[src/sv/mcc_pkg.sv]
package mcc_pkg;

	// table and coin set sizes
	localparam int MAX_AMOUNT     = 1024;
	localparam int MAX_COINS      = 6;
	localparam int NUM_VALUE_REGS = 6;
	localparam int COIN_LIMIT     = (MAX_COINS < NUM_VALUE_REGS) ? MAX_COINS : NUM_VALUE_REGS;

	// field widths
	localparam int AMT_W      = 10;
	localparam int CNT_W      = 10;
	localparam int ENTRY_W    = CNT_W + 1;
	localparam int ADDR_W     = $clog2(MAX_AMOUNT);
	localparam int COIN_IDX_W = 3;
	localparam int CFG_IDX_W  = 3;
	localparam int CFG_DATA_W = 10;

	localparam logic [CNT_W-1:0] CNT_MAX = '1;

	// register indexes
	localparam logic [CFG_IDX_W-1:0] REG_COIN_COUNT   = CFG_IDX_W'(0);
	localparam logic [CFG_IDX_W-1:0] REG_COIN_VALUE_0 = CFG_IDX_W'(1);
	localparam logic [CFG_IDX_W-1:0] REG_COIN_VALUE_L = CFG_IDX_W'(NUM_VALUE_REGS);

	typedef enum logic [2:0] {
		ST_IDLE,
		ST_SEED,
		ST_SCAN,
		ST_STORE,
		ST_DONE
	} state_t;

	// controller to datapath
	typedef struct packed {
		logic load;
		logic seed;
		logic scan;
		logic store;
		logic load_out;
	} cmd_t;

	// datapath to controller
	typedef struct packed {
		logic trivial;
		logic last_coin;
		logic sum_done;
	} sts_t;

endpackage

[src/sv/mcc_ctrl.sv]
module mcc_ctrl import mcc_pkg::*; (
	input  logic clk,
	input  logic arst_n,
	input  logic req_valid,
	output logic req_ready,
	output logic rsp_valid,
	input  logic rsp_ready,
	input  sts_t sts,
	output cmd_t cmd
);

	state_t state_q;
	state_t state_d;
	logic   out_vld_q;

	// state register
	always_ff @(posedge clk or negedge arst_n) begin
		if (!arst_n) begin
			state_q <= ST_IDLE;
		end else begin
			state_q <= state_d;
		end
	end

	// next state and commands
	always_comb begin
		state_d   = state_q;
		cmd       = '0;
		req_ready = 1'b0;
		case (state_q)
			ST_IDLE: begin
				req_ready = 1'b1;
				if (req_valid) begin
					cmd.load = 1'b1;
					state_d  = sts.trivial ? ST_DONE : ST_SEED;
				end
			end
			ST_SEED: begin
				cmd.seed = 1'b1;
				state_d  = ST_SCAN;
			end
			ST_SCAN: begin
				cmd.scan = 1'b1;
				if (sts.last_coin) begin
					state_d = ST_STORE;
				end
			end
			ST_STORE: begin
				cmd.store = 1'b1;
				state_d   = sts.sum_done ? ST_DONE : ST_SCAN;
			end
			ST_DONE: begin
				if (!out_vld_q || rsp_ready) begin
					cmd.load_out = 1'b1;
					state_d      = ST_IDLE;
				end
			end
			default: begin
				state_d = ST_IDLE;
			end
		endcase
	end

	// output register occupancy
	always_ff @(posedge clk or negedge arst_n) begin
		if (!arst_n) begin
			out_vld_q <= 1'b0;
		end else if (cmd.load_out) begin
			out_vld_q <= 1'b1;
		end else if (rsp_ready) begin
			out_vld_q <= 1'b0;
		end
	end

	assign rsp_valid = out_vld_q;

	// an accepted transaction always leaves idle
	a_accept_leaves_idle: assert property (@(posedge clk) disable iff (!arst_n)
		(req_valid && req_ready) |=> (state_q != ST_IDLE))
		else $error("accepted transaction did not start");

	// a store is always preceded by a scan cycle
	a_store_after_scan: assert property (@(posedge clk) disable iff (!arst_n)
		(state_q == ST_STORE) |-> ($past(state_q) == ST_SCAN))
		else $error("store without a scan");

	// the scan always begins with the seed of entry zero
	a_seed_then_scan: assert property (@(posedge clk) disable iff (!arst_n)
		(state_q == ST_SEED) |=> (state_q == ST_SCAN))
		else $error("seed not followed by scan");

endmodule

[config.mk]
export PLATFORM = sky130hd
export DESIGN_NAME = mcc_ctrl
export DESIGN_NICKNAME = d
export VERILOG_FILES = /design/src/sv/mcc_pkg.sv /design/src/sv/mcc_ctrl.sv
export SDC_FILE = /design/constraint.sdc
export NUM_CORES = 1
export LEC_CHECK = 0
export ABC_AREA = 1
export BUFFER_PORTS_ARGS = -buffer_cell sky130_fd_sc_hd__buf_4
export CAP_MARGIN = 20
export CORE_AREA = 2 2 39 41
export CTS_BUF_LIST = sky130_fd_sc_hd__clkbuf_8
export DETAILED_ROUTE_END_ITERATION = 6
export DIE_AREA = 0 0 41 43
export GPL_TIMING_DRIVEN = 0
export PLACE_DENSITY = 0.43
export SETUP_SLACK_MARGIN = 0.1
export SLEW_MARGIN = 10
export SYNTH_ARGS = -nofsm -noshare
export SYNTH_HDL_FRONTEND = slang
export SYNTH_SLANG_ARGS = --single-unit
[constraint.sdc]
create_clock -name clk -period 1.1 [get_ports clk]
set_clock_uncertainty 0.1 [all_clocks]
set_input_delay 0.165 -clock clk [delete_from_list [all_inputs] [get_ports clk]]
set_output_delay 0.165 -clock clk [all_outputs]
set_load 0.05 [all_outputs]
### Word level (Yosys, flattened, before mapping)

Index checks and enable logic that the tools add are counted.

| word-level totals | value |
|---|---|
| output and inout port bits | 7 |
| logic and storage cells | 30 |
| input port bits | 7 |
| register bits | 4 |

| operators by class | value |
|---|---|
| multiplexer cells | 16 |
| reductions and logical operators | 5 |
| eq/ne operators | 7 |

Operators by type and width:

| cell | count |
|---|---|
| $mux 3 | 5 |
| $pmux 3 s5 | 1 |
| $mux 1 | 10 |
| $eq 3x2->1 const B | 2 |
| $ne 2x2->1 const B | 3 |
| $eq 3x1->1 const B | 1 |
| $eq 3x3->1 const B | 1 |
| $logic_not 3->1 | 1 |
| $reduce_and 3->1 | 1 |
| $reduce_bool 2->1 | 1 |
| $logic_not 1->1 | 1 |
| $logic_or 1x1->1 | 1 |

### Logic depth before layout (Yosys ltp)

| depth | value |
|---|---|
| depth after elaboration | 5 |
| depth in mapped cells | 5 |
| mapped depth without buffers | 5 |

### Worst setup path after synthesis

No wires, ideal clock.

| path | value |
|---|---|
| path kind | register -> output |
| from | register state_q[0] |
| to | output port cmd[1] in the netlist's numbering |
| stages on the path, launching flop included | 3 |
| arrival time | 1.619 ns |
| required time | 0.835 ns |
| path slack | -0.784 ns |
| path buffers | 0 |
| path through | dfrtp_1 inv_1 nor3_1 |

RTL lines:

| element | RTL line | text |
|---|---|---|
| start: declaration | mcc_ctrl.sv:12 | `state_t state_q;` |
| start signal: assignment | mcc_ctrl.sv:21 | `state_q <= state_d;` |
| end: declaration | mcc_ctrl.sv:9 | `output cmd_t cmd` |

==> metrics.txt <==
status complete, but fails checks; failing checks negative setup slack; Hold Crit Depth 2; clock slew at reported path FFs 0.03 ns; # fillers 133; Hold Vio Cnt, Final 0; Tightest Pin Transition 0.237 ns; FF+latch count, synth 4; Fmax 700 MHz; Remaining DRCs 0; root buf cell clkbuf_8; CORE AREA 1380 um2; CP max-delay cell dfrtp_2; gpl congestion 0.717; Max-Cap Viols 0; WL per Instance 9.20 um; sequential share of the synthesized area 40.0%; final setup fails 8; Starting DRT DRC Count 6; final setup margin -0.329 ns; total gr overflow 0; via-per-instance ratio 4.41; RSZ-0062 raised after global routing true; Final Util 44.4%; Yosys cell types 12; Post-Place Worst Slack -0.213 ns; hold crit path type input pin to flop; vias post-DR 348; clk_lat worst skew 0.22 ns; largest net degree at the start of global routing 7; Initial Util 18.1%; R2R Path Start state_q[0]; Num CTS Buffers 3; Slew HR 84.2%; row count 14; ANT nets after route 0; post-synthesis simple-gate area fraction 43.0%; fin. max-slew vios 0; Syn Area/Cell 7.15 um2; Detailed Place HPWL 491 um; Synth Area in Adders 0%; Syn Nets 42; Critical Path Sink Type output port; complex-gate fraction of the synthesized area 6.50%; Arrival @ worst endpoint 1.16 ns; Most common cell on crit path nor2_4; FF-to-FF setup slack -0.29 ns; CP peak stage delay 0.44 ns; drt pass-1 iters 4; layout cells sized above 1 68.3%; Mapped Cells 35; Final Critical Period 1.43 ns; initial antenna violation count 0; htree depth 1; I/O Buffers 13; Total Routed Length 727 um; number of global-route vias before repair 335; Yosys warning total 0; CTS Buffer Depth 2; CP max FO 6; Critical Path Start Type flop; R2R cell count 7; setup TNS -2.33 ns; final worst path period share 130%; Die Y 43 um; Die X 41 um; # IOs 14; CTS tree done; Cell Chain, Critical Path nor2_4 > nand2_2 > nor2_4 > buf_6; hold path start sts[0]; Post-Synth XOR/XNOR Area 0%; Area Growth Syn to Fin 145%; nets 71; CTS sink cnt 4; die area 1760 um2; global-route wire length before repair 1.26 mm; Worst EP required 0.83 ns; CP startpoint state_q[0]; antenna diode count 0; GRT Util Overall 10.3%; main combinational cell family by area after synthesis simple AND/OR/NAND/NOR gates; kind of critical path flop to output port; mux share of post-synthesis cell area 0%; Post-Syn Area 250 um2
[cells in the final DEF (no fill, tap or decap)]
master	synthesis	routed
buf_4	0	14
buf_6	0	7
inv_1	6	5
dfrtp_2	0	4
nor3_4	0	3
nor2_4	1	3
nor2_1	6	3
nand4_1	3	3
nand3_1	4	3
clkbuf_8	0	3
inv_4	0	2
o21ai_0	2	2
nand2_1	4	2
buf_8	0	2
nand2_4	0	1
clkinvlp_4	0	1
nor2_2	0	1
nand2_2	0	1
nand3_2	0	1
a31oi_1	1	1
dlygate4sd3_1	0	1
[through the flow]
stage / area (um2) / std cells / hold WS [ns]
global route: 614 / 79 / 0.0393
CTS: 596 / 77 / 0.0374
finish: 614 / 79 / 0.0383
floorplan: 309 / 35 / -0.231
detailed placement: 427 / 64 / -0.136
global placement: 427 / 64 / -0.137
[cell type report]
class                      instances  area, um2  share of cell area (%)
inverter                           7       35.0                    5.70
clock buffer                       3       41.3                    6.72
multi-input combinational         24        185                    30.1
tap                               16       20.0                    3.26
timing repair buffer              24        224                    36.5
clock inverter                     1       3.75                   0.611
sequential                         4        105                    17.1
[cell families (layout without fill, tap and decap cells)]
family,count (synthesis),in the layout
AND/OR/NAND/NOR,21,21
buffers and inverters,7,35
flip-flops,4,4
AO/OA/AOI/OAI,3,3
[cell usage after synthesis]
master	count	share of area, %
o21ai_0	2	4.0
nor2_4	1	4.5
nand4_1	3	7.5
a31oi_1	1	2.5
inv_1	6	9.0
nor2_1	6	9.0
nand3_1	4	8.0
nand2_1	4	6.0
nor3_1	2	4.0
nor3_2	1	4.0
dfrtp_1	4	40
inv_2	1	1.5
[critical path: cells and delay by family, from the launching register on]
kind	cells	cell delay, ns
flip-flops	1	0.44
AND/OR/NAND/NOR	3	0.35
buffers and inverters	1	0.15
[state kept, by name, summed over array words and instances, names as in the netlist]
register,count
rsp_valid,1
state_q,3
[final timing paths]
path                               to
max in group asynchronous  state_q[0]
min reg2reg                state_q[1]
max                            cmd[0]
max reg2reg                state_q[0]
min in group asynchronous  state_q[2]
min                        state_q[1]
[layer usage]
metal | wire (um) | GRT usage (%)
met1 | 310 | 14.1
met2 | 379 | 15.6
met3 | 37 | 1.57
met4 | 0 | 4.00
met5 | 0 | 0
[timing repair]
item                                    4_1_cts  5_1_grt
resized for setup                            15        1
buffers inserted                              8        2
hold buffers                                  1        0
pin swaps                                     3        4
endpoints found under the hold margin         4        0
endpoints found under the setup margin       11       11
Power is left out: the tool's default activity adds up to more than one toggle a clock period on the data nets, which glitch-free logic cannot reach.
